## src/hdl/ttlc_pkg.sv

```systemverilog
// Package: shared constants, state encodings and status types for the tap tempo chaser.
package ttlc_pkg;

    localparam int MAX_STEPS = 8;
    localparam int STEP_W    = $clog2(MAX_STEPS);
    localparam int CNT_W     = 16;
    localparam int KEY_W     = 6;
    localparam int CH_W      = 4;
    localparam int PAT_W     = CH_W * MAX_STEPS;
    localparam int LEN_W     = 4;

    localparam logic [CNT_W-1:0] PERIOD_RESET = 16'd500;
    localparam logic [CNT_W-1:0] PULSE_RESET  = 16'd50;
    localparam logic [PAT_W-1:0] PATTERN_RESET = 32'h0000_8421;
    localparam logic [LEN_W-1:0] STEPS_RESET  = 4'd4;

    // Key bit positions.
    localparam int KEY_CH2 = 0;
    localparam int KEY_CH4 = 1;
    localparam int KEY_RUN = 2;
    localparam int KEY_CH1 = 3;
    localparam int KEY_CH3 = 4;
    localparam int KEY_TAP = 5;

    // Configuration register indexes.
    typedef enum logic [1:0] {
        CFG_PATTERN = 2'd0,
        CFG_STEPS   = 2'd1,
        CFG_PULSE   = 2'd2
    } t_cfg_idx;

    typedef enum logic [1:0] {
        BEAT_START = 2'd0,
        BEAT_LIT   = 2'd1,
        BEAT_DARK  = 2'd2
    } t_beat_phase;

    typedef enum logic [1:0] {
        RUN_STOP  = 2'd0,
        RUN_START = 2'd1,
        RUN_STEP  = 2'd2
    } t_run_phase;

    // Heartbeat status handed to the sequencer.
    typedef struct packed {
        logic start;
        logic led;
    } t_beat_st;

    function automatic logic [CNT_W-1:0] sat_inc(input logic [CNT_W-1:0] v);
        return (v == {CNT_W{1'b1}}) ? v : v + 1'b1;
    endfunction

endpackage

```

## src/hdl/tap_tempo_led_chaser.sv

```systemverilog
// Top level: tap tempo LED chaser with input register, tick logic and result register.
// A beat passes through the input register and then the result register before it shows.
// Throughput: one tick per cycle; the input register advances whenever the result
// register is empty or being drained; a stalled result holds intake once both are full.
// Reset (synchronous, active low): pipeline empty, config back to its defaults,
// beat period 500, run machine in cycle start, step 0, heartbeat at beat start.
module tap_tempo_led_chaser (
    input  logic                        i_clk,
    input  logic                        i_rst_n,
    // tick channel
    input  logic                        i_valid,
    output logic                        o_ready,
    input  logic [ttlc_pkg::KEY_W-1:0]  i_keys,
    // result channel
    output logic                        o_valid,
    input  logic                        i_ready,
    output logic [ttlc_pkg::CH_W-1:0]   o_channels,
    output logic                        o_beat_led,
    output logic                        o_running,
    output logic [ttlc_pkg::STEP_W-1:0] o_current_step,
    // configuration write channel
    input  logic                        i_cfg_valid,
    output logic                        o_cfg_ready,
    input  logic [1:0]                  i_cfg_index,
    input  logic [ttlc_pkg::PAT_W-1:0]  i_cfg_data
);
    import ttlc_pkg::*;

    // Configuration registers.
    logic [PAT_W-1:0]  r_pattern;
    logic [LEN_W-1:0]  r_step_count;
    logic [CNT_W-1:0]  r_pulse_ticks;

    // Input stage.
    logic              r_in_valid;
    logic [KEY_W-1:0]  r_in_keys;

    // Edge detect history, updated as each tick is processed.
    logic [KEY_W-1:0]  r_prev_keys;
    logic [KEY_W-1:0]  w_rise;

    // Result stage.
    logic              r_out_valid;
    logic [CH_W-1:0]   r_channels;
    logic              r_beat_led;
    logic              r_running;
    logic [STEP_W-1:0] r_step;

    logic              w_move;
    t_beat_st          w_beat;
    logic [CH_W-1:0]   w_channels;
    logic              w_running;
    logic [STEP_W-1:0] w_step;

    // Advance a tick from the input register when the result register frees up.
    assign w_move      = r_in_valid && (!r_out_valid || i_ready);
    assign o_ready     = !r_in_valid || w_move;
    assign o_cfg_ready = 1'b1;
    assign w_rise      = r_in_keys & ~r_prev_keys;

    always_ff @(posedge i_clk) begin
        if (!i_rst_n) begin
            r_pattern     <= PATTERN_RESET;
            r_step_count  <= STEPS_RESET;
            r_pulse_ticks <= PULSE_RESET;
        end else if (i_cfg_valid) begin
            unique case (i_cfg_index)
                CFG_PATTERN: r_pattern     <= i_cfg_data;
                CFG_STEPS:   r_step_count  <= i_cfg_data[LEN_W-1:0];
                CFG_PULSE:   r_pulse_ticks <= i_cfg_data[CNT_W-1:0];
                default: ;  // drop writes to unmapped indexes
            endcase
        end
    end

    // Input register: hold the beat until the tick logic takes it.
    always_ff @(posedge i_clk) begin
        if (!i_rst_n) begin
            r_in_valid <= 1'b0;
        end else if (o_ready) begin
            r_in_valid <= i_valid;
        end
    end

    always_ff @(posedge i_clk) begin
        if (o_ready && i_valid) begin
            r_in_keys <= i_keys;
        end
    end

    always_ff @(posedge i_clk) begin
        if (!i_rst_n) begin
            r_prev_keys <= '0;
        end else if (w_move) begin
            r_prev_keys <= r_in_keys;
        end
    end

    ttlc_beat u_beat (
        .i_clk         (i_clk),
        .i_rst_n       (i_rst_n),
        .i_en          (w_move),
        .i_tap_rise    (w_rise[KEY_TAP]),
        .i_pulse_ticks (r_pulse_ticks),
        .o_status      (w_beat)
    );

    ttlc_seq u_seq (
        .i_clk        (i_clk),
        .i_rst_n      (i_rst_n),
        .i_en         (w_move),
        .i_run_rise   (w_rise[KEY_RUN]),
        .i_keys       (r_in_keys),
        .i_beat       (w_beat),
        .i_pattern    (r_pattern),
        .i_step_count (r_step_count),
        .o_channels   (w_channels),
        .o_running    (w_running),
        .o_step       (w_step)
    );

    // Result register: load on each processed tick, clear on drain.
    always_ff @(posedge i_clk) begin
        if (!i_rst_n) begin
            r_out_valid <= 1'b0;
        end else if (w_move) begin
            r_out_valid <= 1'b1;
        end else if (i_ready) begin
            r_out_valid <= 1'b0;
        end
    end

    always_ff @(posedge i_clk) begin
        if (w_move) begin
            r_channels <= w_channels;
            r_beat_led <= w_beat.led;
            r_running  <= w_running;
            r_step     <= w_step;
        end
    end

    assign o_valid        = r_out_valid;
    assign o_channels     = r_channels;
    assign o_beat_led     = r_beat_led;
    assign o_running      = r_running;
    assign o_current_step = r_step;

endmodule

```

## src/hdl/ttlc_beat.sv

```systemverilog
// Tap tempo measurement and heartbeat phase machine.
module ttlc_beat (
    input  logic                       i_clk,
    input  logic                       i_rst_n,
    input  logic                       i_en,
    input  logic                       i_tap_rise,
    input  logic [ttlc_pkg::CNT_W-1:0] i_pulse_ticks,
    output ttlc_pkg::t_beat_st         o_status
);
    import ttlc_pkg::*;

    logic              r_tap_armed, n_tap_armed;
    logic [CNT_W-1:0]  r_tap_elapsed, n_tap_elapsed;
    logic [CNT_W-1:0]  r_period, n_period;
    logic [CNT_W-1:0]  r_elapsed, n_elapsed;
    logic [CNT_W-1:0]  w_inc;
    logic              w_tap_done;
    t_beat_phase       r_phase, n_phase, w_phase;

    always_ff @(posedge i_clk) begin
        if (!i_rst_n) begin
            r_tap_armed   <= 1'b0;
            r_tap_elapsed <= '0;
            r_period      <= PERIOD_RESET;
            r_elapsed     <= '0;
            r_phase       <= BEAT_START;
        end else if (i_en) begin
            r_tap_armed   <= n_tap_armed;
            r_tap_elapsed <= n_tap_elapsed;
            r_period      <= n_period;
            r_elapsed     <= n_elapsed;
            r_phase       <= n_phase;
        end
    end

    always_comb begin
        n_tap_armed   = r_tap_armed;
        n_tap_elapsed = r_tap_elapsed;
        n_period      = r_period;
        w_tap_done    = 1'b0;
        if (r_tap_armed) begin
            n_tap_elapsed = sat_inc(r_tap_elapsed);
            if (i_tap_rise) begin
                n_tap_armed = 1'b0;
                n_period    = n_tap_elapsed;
                w_tap_done  = 1'b1;
            end
        end else if (i_tap_rise) begin
            n_tap_armed   = 1'b1;
            n_tap_elapsed = '0;
        end

        // A finished measurement restarts the beat in the same tick.
        w_phase   = w_tap_done ? BEAT_START : r_phase;
        w_inc     = sat_inc(r_elapsed);
        n_elapsed = r_elapsed;
        n_phase   = w_phase;
        unique case (w_phase)
            BEAT_START: begin
                n_phase   = BEAT_LIT;
                n_elapsed = '0;
            end
            BEAT_LIT: begin
                n_elapsed = w_inc;
                if (w_inc >= i_pulse_ticks) n_phase = BEAT_DARK;
            end
            BEAT_DARK: begin
                n_elapsed = w_inc;
                if (w_inc >= n_period) n_phase = BEAT_START;
            end
            default: n_phase = BEAT_START;
        endcase

        o_status.start = (w_phase == BEAT_START);
        o_status.led   = (n_phase == BEAT_LIT);
    end

endmodule

```

## src/hdl/ttlc_seq.sv

```systemverilog
// Run machine, step index and channel drive.
module ttlc_seq (
    input  logic                        i_clk,
    input  logic                        i_rst_n,
    input  logic                        i_en,
    input  logic                        i_run_rise,
    input  logic [ttlc_pkg::KEY_W-1:0]  i_keys,
    input  ttlc_pkg::t_beat_st          i_beat,
    input  logic [ttlc_pkg::PAT_W-1:0]  i_pattern,
    input  logic [ttlc_pkg::LEN_W-1:0]  i_step_count,
    output logic [ttlc_pkg::CH_W-1:0]   o_channels,
    output logic                        o_running,
    output logic [ttlc_pkg::STEP_W-1:0] o_step
);
    import ttlc_pkg::*;

    t_run_phase        r_phase, n_phase;
    logic [STEP_W-1:0] r_step, n_step;
    logic              r_advance, n_advance;
    logic [LEN_W-1:0]  w_len;
    logic [LEN_W-1:0]  w_next;
    logic              w_used;
    logic [CH_W-1:0]   w_nib;

    always_ff @(posedge i_clk) begin
        if (!i_rst_n) begin
            r_phase   <= RUN_START;
            r_step    <= '0;
            r_advance <= 1'b0;
        end else if (i_en) begin
            r_phase   <= n_phase;
            r_step    <= n_step;
            r_advance <= n_advance;
        end
    end

    always_comb begin
        // Clamp the step count to 1..MAX_STEPS.
        if (i_step_count == '0)
            w_len = LEN_W'(1);
        else if (i_step_count > LEN_W'(MAX_STEPS))
            w_len = LEN_W'(MAX_STEPS);
        else
            w_len = i_step_count;

        w_next  = LEN_W'(r_step) + 1'b1;
        n_phase = r_phase;
        n_step  = r_step;
        w_used  = 1'b0;
        unique case (r_phase)
            RUN_STOP:  if (i_run_rise) n_phase = RUN_START;
            RUN_START: n_phase = i_run_rise ? RUN_STOP : RUN_STEP;
            RUN_STEP: begin
                if (i_run_rise) begin
                    n_phase = RUN_STOP;
                end else if (r_advance) begin
                    n_step  = (w_next >= w_len) ? '0 : w_next[STEP_W-1:0];
                    n_phase = RUN_START;
                    w_used  = 1'b1;
                end
            end
            default: n_phase = RUN_STOP;
        endcase

        // Beat start wins over consumption of the flag.
        n_advance = i_beat.start | (r_advance & ~w_used);

        w_nib      = i_pattern[n_step*CH_W +: CH_W];
        o_channels = w_nib | {i_keys[KEY_CH4], i_keys[KEY_CH3],
                              i_keys[KEY_CH2], i_keys[KEY_CH1]};
        o_running  = (n_phase == RUN_START) || (n_phase == RUN_STEP);
        o_step     = n_step;
    end

endmodule

```

## config.mk

```make
export PLATFORM = sky130hd
export DESIGN_NAME = tap_tempo_led_chaser
export DESIGN_NICKNAME = d
export VERILOG_FILES = /design/src/hdl/ttlc_pkg.sv /design/src/hdl/tap_tempo_led_chaser.sv /design/src/hdl/ttlc_beat.sv /design/src/hdl/ttlc_seq.sv
export SDC_FILE = /design/constraint.sdc
export NUM_CORES = 1
export LEC_CHECK = 0
export BUFFER_PORTS_ARGS = -buffer_cell sky130_fd_sc_hd__buf_2
export CELL_PAD_IN_SITES_DETAIL_PLACEMENT = 0
export CELL_PAD_IN_SITES_GLOBAL_PLACEMENT = 1
export CORE_MARGIN = 1
export CORE_UTILIZATION = 30
export CTS_CLUSTER_DIAMETER = 200
export DETAILED_ROUTE_END_ITERATION = 7
export PLACE_DENSITY = 0.6
export SLEW_MARGIN = 15
export SYNTH_ARGS = -nofsm -noshare
export SYNTH_HDL_FRONTEND = slang
export SYNTH_HIERARCHICAL = 1
export SYNTH_SLANG_ARGS = --single-unit
```

## constraint.sdc

```tcl
create_clock -name i_clk -period 5 [get_ports i_clk]
set_input_delay 0.5 -clock i_clk [delete_from_list [all_inputs] [get_ports i_clk]]
set_output_delay 0.5 -clock i_clk [all_outputs]
set_load 0.005 [all_outputs]
```

==> impl_metrics.csv, run 1 <==
group,metric,value,unit
die,coreArea,23500,um2
clocking,numCtsBuffers,17,
die,io_pins,57,
drt,wl_per_cell,15.4,um
critical_path,startpoint_type,"register",
clocking,cts_tree,"done",
timing,min_period,4280,ps
synth,yosysMostFrequentCell,"dfxtp_1",
timing,tns,0,ps
die,die-area,24500,um2
place,hpwlAfterDp,13.3,mm
power_and_ir_drop,p_leak,0.00325,uW
synth,synthesis.nets,933,
synth,yosysWarnings,6,
critical_path,r2r_cells,14,
critical_path,crit_fanout,10,
critical_path,end_kind,"register",
die,fp.dieH,157,um
synth,netlist.area_leader.share,31.5,%
layout,syn_to_final_growth,14.2,%
clocking,clk_pin_slew,60,ps
die,initial_utilization,30.6,%
timing,setup_viol,0,
synth,synth_top_area_cell,"dfxtp_1",
critical_path,r2r_start,"u_beat/r_tap_elapsed[0]",
timing,slew_viol_final,0,
timing,period_share,85.5,%
critical_path,crit_type,"register to register",
place,port_buffers,55,
synth,synth-edff-count,15,
drt,vias_per_cell,5.01,
clocking,clock_latency,420,ps
critical_path,path_cells,"ha_1 -> nand2_1 -> nor4_4 -> nand2_2 -> nand3_1 -> o21ai_0 -> o21a_1 -> ha_1 -> nand4_1 -> or3_1 -> or4_1 -> o211a_1 -> o211ai_1 -> a21boi_0",
synth,avgSynthCellArea,8.51,um2
clocking,clk_path_buf_depth,2,
synth,synth.distinct_cells,68,
drt,dr_total_vias,6026,
timing,skew,10.2,ps
critical_path,critPathLaunch,"u_beat/r_tap_elapsed[0]",
critical_path,crit_end,"o_beat_led",
synth,yosys_register_bits,128,
layout,nets,960,
layout,stdcell_count,1202,
layout,antenna_cells_inserted,0,
run_status,status,"complete, no violations",
timing,worst_pin_slew,1020,ps
clocking,ctsHtreeMaxLevel,4,
die,fp-row-count,56,
synth,synth_area,7170,um2
drt,drc_errors,0,
power_and_ir_drop,ir_drop,0.164,mV
synth,netlist_top_cells_count,"113 x dfxtp_1, 103 x nand2_1, 90 x nand3_1, 62 x a21oi_1, 53 x o21ai_0",
synth,synth-seq-area-share,37.8,%
critical_path,required,5150,ps
timing,rsz0062_at_grt,"false",
global_routing,grt_pass1_wl,30.4,mm
run,drv_cap,0,
drt,drt_iter0_markers,404,
global_routing,grt_max_degree,77,
die,die_w,157,um
synth,synthArstFlopShare,0,%
timing,relSlewSlack,31.6,%
critical_path,cpPeakStageDelay,550,ps
layout,finish.utilization,34.9,%
critical_path,r2r_slack,720,ps
drt,drt-total-wl,18.5,mm
place,gp_congestion,0.804,
global_routing,grt_usage,16.0,%
layout,drive_above_1_share,15.2,%
drt,ant_nets,0,
power_and_ir_drop,p_per_area,300,nW/um2
clocking,cts.sinks,128,
synth,dominantRegCellSynth,"dfxtp_1",
min_path,holdCritPathClass,"input pin to register",
critical_path,slowest_stage,"nor4_4",
global_routing,grt_overflow,0,
timing,hold_violations,0,
synth,syn_inst,843,
layout,fin_area,8190,um2
global_routing,antenna_found_initial,0,
layout,num-fill-cells,2455,
critical_path,cpMostUsedCell,"ha_1",
place,dp_cells,1170,
timing,whs,257,ps
clocking,cts_hold_buf,0,
critical_path,cp_data_arrival_time,4420,ps
critical_path,rr_endpoint,"o_beat_led",
place,place_area,7630,um2
clocking,cts_resized,0,
clocking,postCtsSetupBuffers,0,
global_routing,grt_pass1_vias,5601,
timing,fmax,0.234,GHz
drt,first_pass_iters,6,
synth,synth.area.top_cells,"dfxtp_1 32%, ha_1 7.9%, edfxtp_1 6.3%, nand3_1 6.3%, nand2_1 5.4%",
clocking,root_buffer,"clkbuf_16",
[state kept, by name, summed over array words and instances, names as in the netlist, 2 cells and up]
register	flops
o_channels	4
o_current_step	3
r_in_keys	6
r_pattern	32
r_prev_keys	2
r_pulse_ticks	16
r_step_count	4
u_beat/r_elapsed	16
u_beat/r_period	16
u_beat/r_phase	2
u_beat/r_tap_elapsed	16
u_seq/r_phase	2
u_seq/r_step	3
[kinds of logic after synthesis]
family | after synthesis | synth area share [%]
xor+xnor | 23 | 2.81
other cells | 1 | 0.0523
flops | 128 | 37.8
compound gates | 195 | 17.1
fa+ha+maj | 45 | 7.85
simple gates | 344 | 24.8
mux | 24 | 4.12
buf+inv | 83 | 5.39
[worst min path at each step]
stage | slack [ps] | end | start | cells after the start
5_1_grt | 240 | r_in_keys[2] | i_keys[2] | 1
3_5_place_dp | 440 | r_pattern[24] | r_pattern[24] | 2
3_3_place_gp | 440 | r_pattern[24] | r_pattern[24] | 2
2_1_floorplan | 430 | r_pattern[4] | r_pattern[4] | 2
4_1_cts | 240 | r_in_keys[3] | i_keys[3] | 1
6_report | 260 | r_in_keys[3] | i_keys[3] | 1
[per-layer routing]
layer / vias up / GRT usage [%] / share of wire, %
met5: - / 0 / 0
met3: 16 / 2.74 / 2.9
met2: 106 / 23.5 / 43
li1: 3088 / - / -
met1: 2816 / 23.5 / 53
met4: 0 / 4.86 / 1.3
[cell type report]
| type | instances | area [um2] | share of cell area [%] |
|---|---|---|---|
| tap | 319 | 399 | 4.87 |
| clock buffer | 20 | 447 | 5.45 |
| inverter | 30 | 113 | 1.37 |
| multi-input combinational | 632 | 4090 | 49.9 |
| timing repair buffer | 61 | 323 | 3.94 |
| sequential | 128 | 2710 | 33.1 |
| clock inverter | 12 | 110 | 1.34 |
[through the flow]
stage / worst slack, ps / total power [uW]
CTS: 742 / 2490
floorplan: 1260 / 1220
finish: 724 / 2450
detailed placement: 770 / 1290
global route: 376 / 2550
global placement: 828 / 1290
[power by group]
| group | switching, uW | internal (uW) |
|---|---|---|
| Sequential | 16.5 | 1070 |
| Clock | 491 | 698 |
| Combinational | 112 | 65.4 |
| Total | 620 | 1830 |
[layout by cell type (no fill, tap or decap), types with 5 or more instances in the layout]
cell type / Yosys / routed
o21ai_0: 53 / 53
ha_1: 45 / 45
a221oi_1: 5 / 5
nor2_1: 38 / 38
nand2b_1: 11 / 11
o21ai_2: 12 / 12
dfxtp_1: 113 / 113
o211ai_1: 5 / 5
a211oi_1: 5 / 5
o21a_1: 9 / 9
xor2_1: 7 / 7
a31oi_1: 7 / 7
nor2b_1: 20 / 19
nor4_1: 6 / 6
mux2i_1: 16 / 16
nand2_1: 103 / 103
a21boi_0: 6 / 6
a21oi_1: 62 / 62
and3_1: 7 / 7
xnor2_1: 16 / 16
nor3_1: 8 / 8
nand4_1: 16 / 16
and2_1: 6 / 6
buf_2: 12 / 54
buf_4: 2 / 7
edfxtp_1: 15 / 15
clkbuf_16: 0 / 17
nor3b_1: 7 / 6
nand3_2: 8 / 8
nand3_1: 90 / 90
inv_1: 29 / 29
a22oi_1: 6 / 6
[critical path, delay by kind of cell, from the launching register on]
| kind | cells | cell delay [ps] |
|---|---|---|
| simple gates | 7 | 2040 |
| flops | 1 | 470 |
| compound gates | 5 | 840 |
| fa+ha+maj | 2 | 670 |
(Power assumes the default switching activity.)
==> inputs of run 2 (changes only) <==
CORE_UTILIZATION = 36   (was 30)
PLACE_DENSITY = 0.69   (was 0.6)
==> run 2 against run 1 <==
  * Via count shrank 1.0%
  * Register-to-register slack gained 50 ps
  * Non-clock buffer count grew 1
  * Sequential power is essentially flat
  * Highest routed layer unchanged
==> impl_metrics.csv, run 2 (synthesized netlist as in run 1, its figures left out) <==
group,metric,value,unit
run_status,status,"complete, no violations",
clocking,cts.sinks,128,
min_path,holdCritPathClass,"input pin to register",
die,die_w,143,um
clocking,cts_tree,"done",
timing,timing.final.ws_setup,771,ps
place,gp_congestion,0.805,
layout,final_common_cell,"dfxtp_1",
critical_path,crit_type,"register to register",
power_and_ir_drop,ir_drop,0.216,mV
die,initial_utilization,36.7,%
global_routing,grt_overflow,0,
drt,drt-total-wl,17.7,mm
global_routing,grt_max_degree,64,
drt,drt_iter0_markers,366,
global_routing,grt.busiest_layer,"met2",
layout,largest-register,"r_pattern",
layout,syn_to_final_growth,13.7,%
global_routing,antenna_found_initial,0,
layout,largest_reg_flops,32,
clocking,cts_hold_buf,0,
timing,min_period,4230,ps
layout,final_cell_mix,"113 x dfxtp_1, 103 x nand2_1, 90 x nand3_1",
power_and_ir_drop,p_clk_share,49.7,%
power_and_ir_drop,p_seq_share,43.3,%
critical_path,startpoint_type,"register",
clocking,numCtsBuffers,17,
die,fp-row-count,51,
timing,fmax,0.236,GHz
drt,wl_per_cell,15.4,um
drt,ant_nets,0,
global_routing,grt_pass1_wl,28.7,mm
timing,skew,14.5,ps
timing,worst_pin_slew,1090,ps
global_routing,grt_usage,18.4,%
place,pre_cts_slack,806,ps
global_routing,grtUsageMet3,3.69,%
layout,num-fill-cells,2027,
timing,hold_violations,0,
clocking,clk_pin_slew,60,ps
critical_path,cp_data_arrival_time,4390,ps
die,die-area,20500,um2
clocking,ctsHtreeMaxLevel,4,
timing,setup_viol,0,
global_routing,grt_pass1_vias,5542,
run,drv_cap,0,
drt,drc_errors,0,
drt,first_pass_iters,5,
layout,antenna_cells_inserted,0,
die,fp.dieH,143,um
timing,slew_viol_final,0,
power_and_ir_drop,swShare,25.2,%
place,port_buffers,55,
drt,vias_per_cell,5.19,
critical_path,crit_fanout,10,
clocking,clock_latency,430,ps
power_and_ir_drop,p_per_area,307,nW/um2
place,hpwlAfterDp,12.8,mm
clocking,clk_path_buf_depth,2,
die,io_pins,57,
critical_path,required,5160,ps
critical_path,r2r_slack,770,ps
clocking,root_buffer,"clkbuf_16",
timing,period_share,84.6,%
critical_path,end_kind,"register",
clocking,postCtsSetupBuffers,0,
layout,nets,961,
timing,rsz0062_at_grt,"false",
power_and_ir_drop,combPwrFrac,7.0,%
clocking,cts_resized,0,
timing,relSlewSlack,27.0,%
timing,tns,0,ps
power_and_ir_drop,p_switching,631,uW
global_routing,met2_usage,27.9,%
power_and_ir_drop,power.internal,1870,uW
drt,dr_total_vias,5964,
global_routing,use_met1,25.8,%
layout,drive_above_1_share,15.6,%
die,coreArea,19500,um2
power_and_ir_drop,p_leak,0.00327,uW
[run 2: cell count changes in the layout (fill, tap and decap cells not counted), sizes merged]
cell / change
clkbuf: -3
clkinv: +2
buf: +1
clkinvlp: -1
inv: +1
bufinv: +1
[run 2: per-layer routing]
| metal | part of all wire, % | vias up |
|---|---|---|
| met5 | 0 | - |
| met4 | 1.1 | 0 |
| li1 | - | 3085 |
| met1 | 52 | 2776 |
| met3 | 3.2 | 17 |
| met2 | 44 | 86 |
[run 2: power by group through the flow]
stage                     clock [uW]  combinational (uW)  sequential [uW]
after floorplan                    0                 121             1100
after global placement             0                 177             1110
after detailed placement           0                 177             1110
after CTS                       1270                 177             1090
after global routing            1310                 199             1090
final                           1240                 175             1090
[run 2: final cells by class]
type	count	area [um2]	share of cell area [%]
multi-input combinational	632	4080	50.1
tap	265	332	4.07
inverter	30	113	1.38
clock inverter	15	160	1.96
timing repair buffer	62	330	4.05
sequential	128	2710	33.3
clock buffer	17	425	5.22
[run 2: worst paths after layout]
check / startpoint / end / cells after the start
worst max-delay path: u_beat/r_tap_elapsed[0] / o_beat_led / 14
worst min-delay path: i_keys[1] / r_in_keys[1] / 1
worst max register to register: u_beat/r_tap_elapsed[0] / o_beat_led / 14
worst min register to register: r_pattern[26] / r_pattern[26] / 2
[run 2: critical path: stages, from the launching register on]
cell and delay (ps):
dfxtp_1 480, ha_1 370, nand2_1 180, nor4_4 550, nand2_2 240, nand3_1 160
o21ai_0 120, o21a_1 190, ha_1 280, nand4_1 110, or3_1 350, or4_1 390
o211a_1 160, o211ai_1 240, a21boi_0 130
[run 2: through the flow]
| step | total power, uW | util (%) | cells | hold slack, ps | area [um2] |
|---|---|---|---|---|---|
| 2_1_floorplan | 1220 | - | 843 | 427 | 7170 |
| 3_3_place_gp | 1280 | 38.8 | 1117 | 437 | 7570 |
| 3_5_place_dp | 1280 | 38.8 | 1117 | 443 | 7570 |
| 4_1_cts | 2540 | 41.8 | 1149 | 225 | 8150 |
| 5_1_grt | 2600 | 41.8 | 1149 | 228 | 8160 |
| 6_report | 2500 | 41.8 | 1149 | 241 | 8160 |
==> inputs of run 3 (changes only) <==
clock period = 4.4 ns   (was 5 ns; I/O delays follow)
==> run 3 against run 2 <==
  * Global-route usage increased by 0.19 points
  * First-iteration DRC count is 22% higher
  * Non-clock buffer count up 3
  * Core utilization up 0.071 points
  * Register-to-register slack worse by 400 ps
  * Clock power is 9.7% higher
  * Critical path depth stayed put
  * Critical endpoint unchanged
==> impl_metrics.csv, run 3 (synthesized netlist as in run 1, its figures left out) <==
group,metric,value,unit
run_status,status,"complete, no violations",
critical_path,cpPeakStageDelay,570,ps
run,drv_cap,0,
timing,skew,11.1,ps
layout,largest_reg_flops,32,
die,fp-row-count,51,
clocking,postCtsSetupBuffers,0,
timing,period_share,91.6,%
critical_path,required,4570,ps
clocking,ctsHtreeMaxLevel,4,
place,pre_cts_slack,391,ps
critical_path,worstPathBufferInverterCount,0,
clocking,cts_tree,"done",
die,fp.dieH,143,um
critical_path,r2r_start,"u_beat/r_tap_elapsed[0]",
global_routing,grt_pass1_vias,5641,
drt,ant_nets,0,
place,gp_congestion,0.789,
global_routing,grtUsageMet3,3.49,%
critical_path,crit_family,"simple AND/OR/NAND/NOR gates",
place,hpwlAfterDp,12.7,mm
clocking,clk_path_buf_depth,2,
global_routing,use_met1,26.4,%
die,initial_utilization,36.7,%
power_and_ir_drop,ir_drop,0.260,mV
layout,num-fill-cells,2025,
drt,dr_total_vias,6027,
timing,relSlewSlack,24.9,%
layout,final_common_cell,"dfxtp_1",
power_and_ir_drop,p_leak,0.00328,uW
min_path,hold_depth,1,
critical_path,slowest_stage,"nor4_4",
timing,setup_viol,0,
timing,rsz0062_at_grt,"false",
global_routing,antenna_found_initial,0,
critical_path,crit_type,"register to register",
die,io_pins,57,
die,coreArea,19500,um2
drt,vias_per_cell,5.23,
layout,nets,964,
timing,tns,0,ps
critical_path,end_kind,"register",
timing,timing.final.ws_setup,368,ps
power_and_ir_drop,p_per_area,342,nW/um2
min_path,holdCritPathClass,"input pin to register",
critical_path,startpoint_type,"register",
clocking,cts.sinks,128,
global_routing,grt_pass1_wl,29.2,mm
global_routing,grt_max_degree,87,
drt,drc_errors,0,
layout,final_cell_mix,"113 x dfxtp_1, 103 x nand2_1, 90 x nand3_1",
critical_path,r2r_slack,370,ps
drt,drt-total-wl,17.8,mm
min_path,whs_endpoint,"r_in_keys[1]",
critical_path,rr_endpoint,"o_beat_led",
critical_path,r2r_cells,14,
global_routing,grt.busiest_layer,"met2",
power_and_ir_drop,power.total,2790,uW
place,dp_cells,1120,
critical_path,cpMostUsedCell,"ha_1",
clocking,cts_hold_buf,0,
layout,largest-register,"r_pattern",
timing,worst_pin_slew,1130,ps
die,die_w,143,um
critical_path,path_cells,"ha_1 -> nand2_1 -> nor4_4 -> nand2_2 -> nand3_1 -> o21ai_0 -> o21a_1 -> ha_1 -> nand4_1 -> or3_1 -> or4_1 -> o211a_1 -> o211ai_1 -> a21boi_0",
drt,first_pass_iters,4,
clocking,cts_resized,0,
place,port_buffers,55,
timing,fmax,0.248,GHz
layout,antenna_cells_inserted,0,
timing,hold_violations,0,
layout,syn_to_final_growth,13.9,%
clocking,numCtsBuffers,17,
die,die-area,20500,um2
timing,min_period,4030,ps
drt,drt_iter0_markers,448,
layout,drive_above_1_share,15.9,%
min_path,min_from,"i_keys[1]",
clocking,root_buffer,"clkbuf_16",
critical_path,cp_data_arrival_time,4200,ps
timing,slew_viol_final,0,
global_routing,grt_usage,18.6,%
global_routing,grt_overflow,0,
critical_path,crit_fanout,10,
clocking,clk_pin_slew,60,ps
global_routing,met2_usage,28.0,%
clocking,clock_latency,430,ps
layout,stdcell_count,1152,
drt,wl_per_cell,15.4,um
-- run 3: changes by cell type in the layout (fill, tap and decap cells not counted) --
| cell | previous run | this run |
|---|---|---|
| clkinv_2 | 3 | 2 |
| or3b_2 | 0 | 1 |
| inv_6 | 3 | 5 |
| buf_12 | 0 | 1 |
| buf_4 | 8 | 10 |
| clkbuf_8 | 0 | 1 |
| clkbuf_16 | 17 | 18 |
| clkinv_4 | 5 | 3 |
| bufinv_16 | 2 | 0 |
| or3b_4 | 1 | 0 |
| clkinvlp_4 | 2 | 3 |
-- run 3: cell type report --
| type | count | area (um2) | share of cell area, % |
|---|---|---|---|
| flip-flops and latches | 128 | 2710 | 33.2 |
| inverters | 30 | 113 | 1.38 |
| clock buffers | 19 | 464 | 5.68 |
| multi-input cells | 632 | 4080 | 49.9 |
| well taps | 265 | 332 | 4.06 |
| repair buffers | 65 | 365 | 4.47 |
| clock inverters | 13 | 103 | 1.26 |
-- run 3: stage by stage --
stage / hold slack [ps] / instance area, um2 / util, %
2_1_floorplan: 427 / 7170 / -
3_3_place_gp: 438 / 7600 / 38.9
3_5_place_dp: 442 / 7600 / 38.9
4_1_cts: 167 / 8170 / 41.8
5_1_grt: 166 / 8170 / 41.8
6_report: 183 / 8170 / 41.8
-- run 3: power by group --
part	internal [uW]	switching, uW
Sequential	1220	18.3
Clock	777	578
Combinational	75.8	126
-- run 3: worst reg2reg max path: stages, from the launching register on --
cell	delay (ps)
dfxtp_1	490
ha_1	230
nand2_1	120
nor4_4	570
nand2_2	250
nand3_1	160
o21ai_0	110
o21a_1	190
ha_1	300
nand4_1	120
or3_1	340
or4_1	400
o211a_1	160
o211ai_1	210
a21boi_0	120
-- run 3: per-layer routing --
metal	share of wire [%]	vias up
met5	0	-
met4	1.3	0
met3	3.2	18
met2	43	88
met1	52	2820
li1	-	3101
-- run 3: how the worst max path moves through the flow --
stage | endpoint | slack [ps] | depth (start not counted) | from
after floorplan | o_beat_led | 660 | 15 | u_beat/r_tap_elapsed[1]
after global placement | o_beat_led | 470 | 14 | u_beat/r_tap_elapsed[0]
after detailed placement | o_beat_led | 390 | 14 | u_beat/r_tap_elapsed[0]
after CTS | o_beat_led | 360 | 14 | u_beat/r_tap_elapsed[0]
after global routing | o_beat_led | 50 | 13 | u_beat/r_elapsed[0]
final | o_beat_led | 370 | 14 | u_beat/r_tap_elapsed[0]
